--- config.mk ---
export PLATFORM = sky130hd
export DESIGN_NAME = lif_conductance_neuron_step
export DESIGN_NICKNAME = d
export VERILOG_FILES = /design/src/rtl/lifc_pkg.sv /design/src/rtl/lif_conductance_neuron_step.sv
export SDC_FILE = /design/constraint.sdc
export NUM_CORES = 2
export LEC_CHECK = 0
export BUFFER_PORTS_ARGS = -buffer_cell sky130_fd_sc_hd__buf_2
export CORE_MARGIN = 1.5
export CORE_UTILIZATION = 45
export CTS_CLUSTER_SIZE = 16
export DETAILED_ROUTE_END_ITERATION = 12
export SLEW_MARGIN = 20
export SYNTH_ARGS = -nofsm -noshare
export SYNTH_HDL_FRONTEND = slang
export SYNTH_SLANG_ARGS = --single-unit
--- constraint.sdc ---
create_clock -name clk -period 11.9 [get_ports clk]
set_clock_uncertainty 0.1 [all_clocks]
set_input_delay 2.38 -clock clk [delete_from_list [all_inputs] [get_ports clk]]
set_output_delay 2.38 -clock clk [all_outputs]
set_load 0.1 [all_outputs]
--- src/rtl/lifc_pkg.sv ---
// Shared constants, control-word types and arithmetic helpers for the conductance LIF neuron.
package lifc_pkg;

	localparam int FRACTION_BITS_DEF = 15;
	localparam int DATA_W            = 32;
	localparam int PROD_W            = 2 * DATA_W;
	localparam int COUNT_W           = 16;
	localparam int DECAY_W           = 16;
	localparam int CFG_IDX_W         = 3;
	localparam int STEP_W            = 4;
	localparam int IN_W              = 3 * DATA_W;
	localparam int OUT_USER_W        = 2;

	typedef logic [CFG_IDX_W-1:0] cfg_idx_t;
	typedef logic [STEP_W-1:0]    step_t;

	localparam cfg_idx_t REG_THRESHOLD  = 3'd0;
	localparam cfg_idx_t REG_RESET_V    = 3'd1;
	localparam cfg_idx_t REG_REST_V     = 3'd2;
	localparam cfg_idx_t REG_EXC_REV    = 3'd3;
	localparam cfg_idx_t REG_INH_REV    = 3'd4;
	localparam cfg_idx_t REG_RESISTANCE = 3'd5;
	localparam cfg_idx_t REG_DECAY      = 3'd6;
	localparam cfg_idx_t REG_REFR_STEPS = 3'd7;

	typedef enum logic [1:0] {ADD_A_ER, ADD_A_IR, ADD_A_ACC, ADD_A_P} add_a_t;
	typedef enum logic [2:0] {ADD_B_V, ADD_B_P, ADD_B_BIAS, ADD_B_REST, ADD_B_ZERO} add_b_t;
	typedef enum logic [1:0] {DST_NONE, DST_T, DST_ACC} add_dst_t;
	typedef enum logic [1:0] {MUL_A_GE, MUL_A_GI, MUL_A_ACC, MUL_A_DECAY} mul_a_t;
	typedef enum logic {MUL_B_T, MUL_B_RES} mul_b_t;
	typedef enum logic [1:0] {FIN_NONE, FIN_UPDATE, FIN_SKIP} fin_t;

	typedef struct packed {
		add_a_t   add_a;
		add_b_t   add_b;
		logic     add_sub;
		add_dst_t add_dst;
		logic     mul_en;
		mul_a_t   mul_a;
		mul_b_t   mul_b;
		logic     jump_refr;
		step_t    target;
		fin_t     fin;
	} ctrl_t;

	localparam step_t STEP_SKIP = 4'd10;

	// microprogram: one control word per step
	function automatic ctrl_t ucode(step_t s);
		ctrl_t c;
		c = '0;
		unique case (s)
			4'd0: begin
				c.add_a = ADD_A_ER;  c.add_b = ADD_B_V;    c.add_sub = 1'b1; c.add_dst = DST_T;
				c.jump_refr = 1'b1;  c.target = STEP_SKIP;
			end
			4'd1: begin
				c.mul_en = 1'b1;     c.mul_a = MUL_A_GE;   c.mul_b = MUL_B_T;
				c.add_a = ADD_A_IR;  c.add_b = ADD_B_V;    c.add_sub = 1'b1; c.add_dst = DST_T;
			end
			4'd2: begin
				c.mul_en = 1'b1;     c.mul_a = MUL_A_GI;   c.mul_b = MUL_B_T;
				c.add_a = ADD_A_P;   c.add_b = ADD_B_ZERO; c.add_dst = DST_ACC;
			end
			4'd3: begin
				c.add_a = ADD_A_ACC; c.add_b = ADD_B_P;    c.add_dst = DST_ACC;
			end
			4'd4: begin
				c.add_a = ADD_A_ACC; c.add_b = ADD_B_BIAS; c.add_dst = DST_ACC;
			end
			4'd5: begin
				c.mul_en = 1'b1;     c.mul_a = MUL_A_ACC;  c.mul_b = MUL_B_RES;
			end
			4'd6: begin
				c.add_a = ADD_A_P;   c.add_b = ADD_B_REST; c.add_dst = DST_ACC;
			end
			4'd7: begin
				c.add_a = ADD_A_ACC; c.add_b = ADD_B_V;    c.add_sub = 1'b1; c.add_dst = DST_T;
			end
			4'd8: begin
				c.mul_en = 1'b1;     c.mul_a = MUL_A_DECAY; c.mul_b = MUL_B_T;
			end
			4'd9: begin
				c.add_a = ADD_A_ACC; c.add_b = ADD_B_P;    c.add_sub = 1'b1;
				c.fin = FIN_UPDATE;
			end
			STEP_SKIP: begin
				c.fin = FIN_SKIP;
			end
			default: begin
				c.fin = FIN_SKIP;
			end
		endcase
		return c;
	endfunction

	function automatic logic [DATA_W-1:0] sat_sum(logic signed [DATA_W:0] x);
		logic [DATA_W-1:0] r;
		if (x[DATA_W] == x[DATA_W-1])
			r = x[DATA_W-1:0];
		else
			r = x[DATA_W] ? {1'b1, {(DATA_W-1){1'b0}}} : {1'b0, {(DATA_W-1){1'b1}}};
		return r;
	endfunction

	function automatic logic [DATA_W-1:0] sat_prod(logic signed [PROD_W-1:0] x);
		logic [DATA_W-1:0] r;
		if (x[PROD_W-1:DATA_W-1] == {(PROD_W-DATA_W+1){x[PROD_W-1]}})
			r = x[DATA_W-1:0];
		else
			r = x[PROD_W-1] ? {1'b1, {(DATA_W-1){1'b0}}} : {1'b0, {(DATA_W-1){1'b1}}};
		return r;
	endfunction

endpackage

--- src/rtl/lif_conductance_neuron_step.sv ---
// Conductance-based leaky integrate-and-fire neuron, one timestep per item.
// Input stream s_*: one item is one timestep carrying the excitatory and inhibitory
// conductances and the bias current (offset already added), all signed fixed point.
// Output stream m_*: one item per input, the membrane voltage after the step in
// m_tdata, the spike flag and the refractory-skip flag in m_tuser.
// Configuration port cfg_*: register index and data, always ready; write while idle.
// A microcoded sequencer drives one shared multiplier and one saturating adder:
// an active timestep runs the full microprogram from acceptance to a registered result
// (four dependent products plus the sums between them), a refractory timestep
// jumps from the first step to the skip step. The next item is accepted the cycle
// after a result is registered, so an item is not taken before the last one is done.
// While a finished result waits for m_tready, the next item is still accepted and
// computed; only its final step holds until the output register frees.
// Reset clears the membrane voltage, the refractory count and all configuration
// registers to zero and empties the output register.
module lif_conductance_neuron_step #(
	parameter int FRACTION_BITS = lifc_pkg::FRACTION_BITS_DEF
) (
	input  logic                                 clk,
	input  logic                                 arst_n,
	input  logic                                 s_tvalid,
	output logic                                 s_tready,
	// [31:0] excitatory_conductance, [63:32] inhibitory_conductance, [95:64] bias_current
	input  logic [lifc_pkg::IN_W-1:0]            s_tdata,
	output logic                                 m_tvalid,
	input  logic                                 m_tready,
	// [31:0] membrane_out
	output logic [lifc_pkg::DATA_W-1:0]          m_tdata,
	// [0] spiked, [1] in_refractory
	output logic [lifc_pkg::OUT_USER_W-1:0]      m_tuser,
	input  logic                                 cfg_valid,
	output logic                                 cfg_ready,
	input  lifc_pkg::cfg_idx_t                   cfg_index,
	input  logic [lifc_pkg::DATA_W-1:0]          cfg_data
);

	localparam int W  = lifc_pkg::DATA_W;
	localparam int PW = lifc_pkg::PROD_W;

	logic [W-1:0]                     thr_q, reset_v_q, rest_q, exc_rev_q, inh_rev_q, res_q;
	logic [lifc_pkg::DECAY_W-1:0]     decay_q;
	logic [lifc_pkg::COUNT_W-1:0]     refr_steps_q;

	logic [W-1:0]                     v_q;
	logic [lifc_pkg::COUNT_W-1:0]     cnt_q;

	logic                             busy_q;
	lifc_pkg::step_t                  step_q;
	logic [W-1:0]                     ge_q, gi_q, bias_q;
	logic [W-1:0]                     t_q, acc_q;
	logic signed [PW-1:0]             p_q;

	logic                             out_valid_q;
	logic [W-1:0]                     out_v_q;
	logic                             out_spike_q, out_refr_q;

	lifc_pkg::ctrl_t                  ctrl;
	logic                             stall, run, s_accept, refr_active, spike;
	logic [W-1:0]                     add_a, add_b, add_res, p_sat, mul_a, mul_b;
	logic signed [W:0]                sum;
	logic signed [PW-1:0]             p_shift;

	assign cfg_ready = 1'b1;
	assign s_tready  = !busy_q;
	assign s_accept  = s_tvalid && !busy_q;
	assign m_tvalid  = out_valid_q;
	assign m_tdata   = out_v_q;
	assign m_tuser   = {out_refr_q, out_spike_q};

	assign ctrl        = lifc_pkg::ucode(step_q);
	assign stall       = (ctrl.fin != lifc_pkg::FIN_NONE) && out_valid_q && !m_tready;
	assign run         = busy_q && !stall;
	assign refr_active = (cnt_q != '0);

	assign p_shift = p_q >>> FRACTION_BITS;
	assign p_sat   = lifc_pkg::sat_prod(p_shift);

	always_comb begin
		unique case (ctrl.add_a)
			lifc_pkg::ADD_A_ER:  add_a = exc_rev_q;
			lifc_pkg::ADD_A_IR:  add_a = inh_rev_q;
			lifc_pkg::ADD_A_ACC: add_a = acc_q;
			lifc_pkg::ADD_A_P:   add_a = p_sat;
			default:             add_a = acc_q;
		endcase
		unique case (ctrl.add_b)
			lifc_pkg::ADD_B_V:    add_b = v_q;
			lifc_pkg::ADD_B_P:    add_b = p_sat;
			lifc_pkg::ADD_B_BIAS: add_b = bias_q;
			lifc_pkg::ADD_B_REST: add_b = rest_q;
			lifc_pkg::ADD_B_ZERO: add_b = '0;
			default:              add_b = '0;
		endcase
		if (ctrl.add_sub)
			sum = $signed({add_a[W-1], add_a}) - $signed({add_b[W-1], add_b});
		else
			sum = $signed({add_a[W-1], add_a}) + $signed({add_b[W-1], add_b});
		add_res = lifc_pkg::sat_sum(sum);
		spike   = $signed(add_res) >= $signed(thr_q);
	end

	always_comb begin
		unique case (ctrl.mul_a)
			lifc_pkg::MUL_A_GE:    mul_a = ge_q;
			lifc_pkg::MUL_A_GI:    mul_a = gi_q;
			lifc_pkg::MUL_A_ACC:   mul_a = acc_q;
			lifc_pkg::MUL_A_DECAY: mul_a = {{(W-lifc_pkg::DECAY_W){1'b0}}, decay_q};
			default:               mul_a = acc_q;
		endcase
		unique case (ctrl.mul_b)
			lifc_pkg::MUL_B_T:   mul_b = t_q;
			lifc_pkg::MUL_B_RES: mul_b = res_q;
			default:             mul_b = t_q;
		endcase
	end

	always_ff @(posedge clk or negedge arst_n) begin
		if (!arst_n) begin
			thr_q        <= '0;
			reset_v_q    <= '0;
			rest_q       <= '0;
			exc_rev_q    <= '0;
			inh_rev_q    <= '0;
			res_q        <= '0;
			decay_q      <= '0;
			refr_steps_q <= '0;
		end else if (cfg_valid) begin
			unique case (cfg_index)
				lifc_pkg::REG_THRESHOLD:  thr_q        <= cfg_data;
				lifc_pkg::REG_RESET_V:    reset_v_q    <= cfg_data;
				lifc_pkg::REG_REST_V:     rest_q       <= cfg_data;
				lifc_pkg::REG_EXC_REV:    exc_rev_q    <= cfg_data;
				lifc_pkg::REG_INH_REV:    inh_rev_q    <= cfg_data;
				lifc_pkg::REG_RESISTANCE: res_q        <= cfg_data;
				lifc_pkg::REG_DECAY:      decay_q      <= cfg_data[lifc_pkg::DECAY_W-1:0];
				lifc_pkg::REG_REFR_STEPS: refr_steps_q <= cfg_data[lifc_pkg::COUNT_W-1:0];
				default: ;
			endcase
		end
	end

	always_ff @(posedge clk or negedge arst_n) begin
		if (!arst_n) begin
			busy_q      <= 1'b0;
			step_q      <= '0;
			v_q         <= '0;
			cnt_q       <= '0;
			out_valid_q <= 1'b0;
		end else begin
			if (run && (ctrl.fin != lifc_pkg::FIN_NONE))
				out_valid_q <= 1'b1;
			else if (out_valid_q && m_tready)
				out_valid_q <= 1'b0;
			if (s_accept) begin
				busy_q <= 1'b1;
				step_q <= '0;
			end else if (run) begin
				if (ctrl.fin != lifc_pkg::FIN_NONE) begin
					busy_q      <= 1'b0;
					step_q      <= '0;
					if (ctrl.fin == lifc_pkg::FIN_UPDATE) begin
						v_q <= spike ? reset_v_q : add_res;
						if (spike)
							cnt_q <= refr_steps_q;
					end else begin
						cnt_q <= cnt_q - 1'b1;
					end
				end else if (ctrl.jump_refr && refr_active) begin
					step_q <= ctrl.target;
				end else begin
					step_q <= step_q + 1'b1;
				end
			end
		end
	end

	always_ff @(posedge clk) begin
		if (s_accept) begin
			ge_q   <= s_tdata[W-1:0];
			gi_q   <= s_tdata[2*W-1:W];
			bias_q <= s_tdata[3*W-1:2*W];
		end
		if (run) begin
			if (ctrl.add_dst == lifc_pkg::DST_T)
				t_q <= add_res;
			if (ctrl.add_dst == lifc_pkg::DST_ACC)
				acc_q <= add_res;
			if (ctrl.mul_en)
				p_q <= $signed(mul_a) * $signed(mul_b);
			if (ctrl.fin == lifc_pkg::FIN_UPDATE) begin
				out_v_q     <= spike ? reset_v_q : add_res;
				out_spike_q <= spike;
				out_refr_q  <= 1'b0;
			end else if (ctrl.fin == lifc_pkg::FIN_SKIP) begin
				out_v_q     <= v_q;
				out_spike_q <= 1'b0;
				out_refr_q  <= 1'b1;
			end
		end
	end

endmodule
* Word level (Yosys, flattened, before mapping)
Index checks and enable logic that the tools add are counted.
Operators by class: $add $sub $neg 4, $mul 1, $lt $le $gt $ge 1, equal/unequal tests 32, muxes and demuxes 32, bitwise gates (word level) 2, reductions and logical operators 41
Operators by type and width (count):
- $pmux W32 S4 | 3
- $mux W32 | 7
- $mul A32 B32 Y64 | 1
- $pmux W32 S2 | 1
- $add A32 B32 Y33 | 1
- $mux W33 | 1
- $sub A32 B32 Y33 | 1
- $ge A32 B32 Y1 | 1
- $mux W16 | 2
- $pmux W5 S6 | 1
- $reduce_and A2 Y1 | 13
- $eq A17 B17 Y1 | 1
- $eq A4 B3 Y1 const B | 4
- $mux W4 | 4
- $pmux W4 S4 | 1
- $reduce_bool A16 Y1 | 1
- $sub A16 B1 Y16 const B | 1
- $eq A2 B2 Y1 const B | 6
- $eq A3 B2 Y1 const B | 4
- $eq A3 B3 Y1 const B | 4
- $reduce_bool A2 Y1 | 5
- $mux W1 | 9
- $reduce_or A9 Y1 | 1
- $eq A2 B1 Y1 const B | 4
- 19 further kinds | 36
Word-level totals: register bits 536, input bits 136, output and inout bits 37

* Longest topological paths before layout
depth after elaboration 12, mapped depth 43

* Least setup slack after synthesis
Ideal clock, no wire load.
kind register -> register, from register step_q[0], to register out_v_q[20] (netlist: m_tdata[20]), data pin, data arrival time 9.502 ns, setup slack 2.135 ns, stages on the path, launching flop included 42, path buffers 7, clock period less this slack 9.765 ns, path through dfrtp_1 > inv_1 > ha_1 > clkbuf_1 > a21oi_1 > o22a_1 > clkbuf_1 > clkbuf_1 > clkbuf_1 > a222oi_1 > o21a_1 > ha_1 > nand3_1 > or2_2 > nor2_1 > nand2_1 > o21ai_0 > xor2_1 > (+6 left out) > o211a_1 > nor4_1 > xnor2_4 > buf_6 > buf_4 > maj3_1 > ha_1 > a21o_1 > a21o_1 > a21oi_1 > nor2_1 > o41a_1 > a211oi_1 > mux2i_1 > nand2_1 > o21bai_2 > buf_2 > o221ai_1
Between the ends: word-level cells in the longest chain between the ends 12, elaborated cells between the ends (all ways) 36, classes of those cells add/sub: 2; order compare: 1; eq/ne: 17; mux: 10; reduce/logical: 6
Ends and longest elaborated chain:
- start: declaration | line lif_conductance_neuron_step.sv:48 | lifc_pkg::step_t step_q;
- start signal: assignment | line lif_conductance_neuron_step.sv:169 | step_q <= ctrl.target;
- start signal: assignment | line lif_conductance_neuron_step.sv:171 | step_q <= step_q + 1'b1;
- $eq A4 B4 Y1 / $eq A4 B2 Y1 (equally long branches) | line lifc_pkg.sv:52 | unique case (s)
- $reduce_or A2 Y1 (no line)
- $pmux W5 S6 | line lifc_pkg.sv:52
- $eq A3 B2 Y1 (tied with other cells) | line lif_conductance_neuron_step.sv:86 | unique case (ctrl.add_b)
- $pmux W32 S4 (on tied branches) | line lif_conductance_neuron_step.sv:86, lif_conductance_neuron_step.sv:79
- $add A32 B32 Y33 / $sub A32 B32 Y33 (equally long branches) | line lif_conductance_neuron_step.sv:97, lif_conductance_neuron_step.sv:95
- $mux W33 (*) | line lif_conductance_neuron_step.sv:94 | if (ctrl.add_sub)
- $mux W32 / $eq A1 B1 Y1 (equally long branches) | line lifc_pkg.sv:102, lifc_pkg.sv:99
- $mux W32 (*) | line lifc_pkg.sv:99 | if (x[DATA_W] == x[DATA_W-1])
- net add_res[9] | line lif_conductance_neuron_step.sv:59 | logic [W-1:0] add_a, add_b, add_res, p_sat, mul_a, mul_b;
- $ge A32 B32 Y1 (*) | line lif_conductance_neuron_step.sv:99 | spike = $signed(add_res) >= $signed(thr_q);
- $mux W32 (*) | line lif_conductance_neuron_step.sv:191 | out_v_q <= spike ? reset_v_q : add_res;
- $mux W32 (*) | line lif_conductance_neuron_step.sv:190 | if (ctrl.fin == lifc_pkg::FIN_UPDATE) begin
- end signal: assignment | line lif_conductance_neuron_step.sv:191
- end signal: assignment | line lif_conductance_neuron_step.sv:195 | out_v_q <= v_q;
- end: declaration | line lif_conductance_neuron_step.sv:54 | logic [W-1:0] out_v_q;
Mark *: on every way through the listed nets, which the timed path passes. The rest lies on a longest branch. A chain may end at the register's enable or synchronous reset.

* Final worst setup path
from register step_q[0], to register p_q[62], data pin
Between the ends: word-level cells in the longest chain between the ends 5, elaborated cells between the ends (all ways) 13, classes of those cells mul: 1; eq/ne: 7; mux: 3; bitwise: 1; reduce/logical: 1
Ends and longest elaborated chain:
- $eq A4 B4 Y1 (tied with other cells) | line lifc_pkg.sv:52
- $pmux W4 S4 (*) | line lifc_pkg.sv:52
- $eq A2 B2 Y1 (tied with other cells) | line lif_conductance_neuron_step.sv:103 | unique case (ctrl.mul_a)
- $pmux W32 S4 / $pmux W32 S2 (equally long branches) | line lif_conductance_neuron_step.sv:103, lif_conductance_neuron_step.sv:110
- $mul A32 B32 Y64 (*) | line lif_conductance_neuron_step.sv:189 | p_q <= $signed(mul_a) * $signed(mul_b);
- end signal: assignment | line lif_conductance_neuron_step.sv:189
- end: declaration | line lif_conductance_neuron_step.sv:51 | logic signed [PW-1:0] p_q;
Every way passes the cells marked *; elsewhere a longest branch is shown, timed or not.

==> flow_metrics.env <==
export IMPL_synth_common_cells="inv_1 (1173), nand2_1 (1086), fa_1 (1082), nor2_1 (411), clkbuf_1 (292)"
export IMPL_vias=46291
export IMPL_status="finished, final reports clean"
export IMPL_slowest_stage="nor2_1"
export IMPL_grt_pass1_wl_mm=306
export IMPL_yosysMostFrequentCell="inv_1"
export IMPL_dp_slack_ns=0.848
export IMPL_cts_max_path_buffers=3
export IMPL_ys_seq_area_share_pct=23.3
export IMPL_antenna_found_initial=5
export IMPL_first_pass_iters=9
export IMPL_fin_tns_setup_ns=0
export IMPL_rows=135
export IMPL_syn2layout_area_growth_pct=10.2
export IMPL_final_cells=8335
export IMPL_drive_gt1_share_pct=12.3
export IMPL_hold_path_class="reg2reg"
export IMPL_fin_ws_ns=0.782
export IMPL_yosysUniqueCellTypes=85
export IMPL_post_cts_buffers=0
export IMPL_synth_largest_area_cell="fa_1"
export IMPL_top_layer_used="met5"
export IMPL_cap_violations=0
export IMPL_antenna_cells=0
export IMPL_routed_wl_mm=200
export IMPL_yosysWarningCount=0
export IMPL_wire_per_inst_um=24.0
export IMPL_nets=7973
export IMPL_drc=0
export IMPL_reg2reg_depth=32
export IMPL_async_reset_ff_share_pct=53.4
export IMPL_cts_hold_buf=0
export IMPL_crit_path_end_kind="flip-flop"
export IMPL_path_common_cell="fa_1"
export IMPL_reg2reg_from="step_q[0]"
export IMPL_dieHeight_um=372
export IMPL_grt_setup_unrepaired="no"
export IMPL_critPathLaunchType="flip-flop"
export IMPL_drtIter0Drc=4490
export IMPL_syn_num_nets=7788
export IMPL_hp_start="res_q[12]"
export IMPL_grt_total_usage_pct=29.8
export IMPL_grt_max_degree=87
export IMPL_largest_reg_flops=49
export IMPL_htree_levels=2
export IMPL_first_global_vias=48088
export IMPL_syn_avg_cell_area_um2=9.69
export IMPL_dp_hpwl_mm=162
export IMPL_max_stage_delay_ns=0.76
export IMPL_arrival_ns=11.43
export IMPL_relSlewSlack_pct=30.6
export IMPL_dr_wl_met2_mm=89.0
export IMPL_worstPathRequired_ns=12.21
export IMPL_die_w_um=372
export IMPL_io_buffer_count=171
export IMPL_m1WireLength_mm=87.1
export IMPL_max_flop_register="p_q"
export IMPL_gp_congestion=1.00
export IMPL_viasPerCell=5.55
export IMPL_ys_flop_type="dfrtp_1"
export IMPL_ant_nets=0
export IMPL_dp_cells=8226
export IMPL_crit_family="adder cells"
export IMPL_synth_edf_count=243
export IMPL_tightestPinTransition_ns=1.01
export IMPL_clock_latency_ns=0.69
export IMPL_synth_area_leaders="fa_1 (35%), edfxtp_1 (12%), dfrtp_1 (11%)"
export IMPL_critPathMaxFanout=14
export IMPL_finalSetupViolCount=0
export IMPL_netlist_area_um2=61200
export IMPL_ys_ff_latch=521
export IMPL_period_needed_ns=11.12
export IMPL_cts_sinks=521
export IMPL_hold_depth=1
export IMPL_core_um2=135000
export IMPL_postSynthCellCount=6320
export IMPL_hold_end="res_q[12]"
export IMPL_cts_resized=0
export IMPL_final_hold_viol_count=0
export IMPL_post_route_period_util_pct=93.4
export IMPL_utilization_pct=49.9
export IMPL_fmax_ghz=0.0899
export IMPL_die_area_um2=138000
export IMPL_path_class="reg2reg"
export IMPL_path_buf_inv=5
export IMPL_synth_top_area_share_pct=35.4
export IMPL_cts_reportedPaths_clkPinSlew_ns=0.06
export IMPL_regToRegSetupSlack_ns=0.78
export IMPL_finalMaxSlewViolations=0
export IMPL_grt_ovfl_total=0
export IMPL_cts_tree="built"
export IMPL_cts_root_buffer="clkbuf_16"
export IMPL_worstSetupPathDepth=32
export IMPL_initial_core_util_pct=45.3
export IMPL_cts_buffers=58
export IMPL_wl_met3_mm=16.3
export IMPL_r2r_end="p_q[62]"
export IMPL_io_pins=173
[final cells by class]
type,instances,area (um2)
Fill cell,12462,67800
Multi-Input combinational cell,4306,41600
Sequential cell,521,14300
Inverter,1174,4410
Timing Repair Buffer,444,3020
Tap cell,1781,2230
Clock buffer,72,1540
Clock inverter,37,455
[logic make-up after synthesis]
family	synth area share, %
AOI/OAI and AO/OA	8.32
xor gates and xnor gates	1.72
adders and majority gates	40.8
buffers and inverters	9.21
DFF	23.3
muxes	4.37
other	0.00612
and+or+nand+nor	12.3
[per-layer routing]
layer | global-route usage, % | vias to the layer above
li1 | - | 20199
met1 | 43.2 | 23772
met2 | 45.5 | 2021
met3 | 4.56 | 295
met4 | 10.1 | 4
met5 | 0 | -
[worst max path at each step]
| stage | to | startpoint | slack (ns) |
|---|---|---|---|
| floorplan | m_tdata[20] | step_q[0] | 2.14 |
| global placement | p_q[62] | step_q[0] | 0.96 |
| detailed placement | p_q[62] | step_q[0] | 0.85 |
| CTS | p_q[62] | step_q[0] | 0.79 |
| global route | p_q[62] | step_q[0] | 0.15 |
| finish | p_q[62] | step_q[0] | 0.78 |
[stage by stage]
step                      cell area [um2]  hold slack [ns]
final                               67500            0.404
after floorplan                     61200            0.361
after detailed placement            65500            0.388
after CTS                           67500            0.403
after global placement              65500            0.381
after global routing                67500            0.412
[cell usage in the layout (no fill, tap or decap), types with 12 or more instances in the layout]
cell,n
inv_1,1172
nand2_1,1086
fa_1,1082
nor2_1,408
dfrtp_1,278
buf_4,265
ha_1,250
edfxtp_1,243
mux2_2,195
a21oi_1,178
o21ai_0,171
buf_2,170
a21o_1,70
xnor2_1,70
clkbuf_16,58
a22oi_1,56
nand3_1,56
o21a_1,55
xor2_1,46
and2_1,43
mux2i_1,42
nand4_1,34
o22ai_1,33
a222oi_1,32
o221ai_1,30
o21ai_1,30
nor3_1,28
nand2b_1,22
nor2b_1,20
and3_1,18
o21bai_1,18
o21ai_2,17
maj3_1,17
a31oi_1,13
or3_1,12
Power is left out: the tool's default activity adds up to more than one toggle a clock period on the data nets, which glitch-free logic cannot reach.
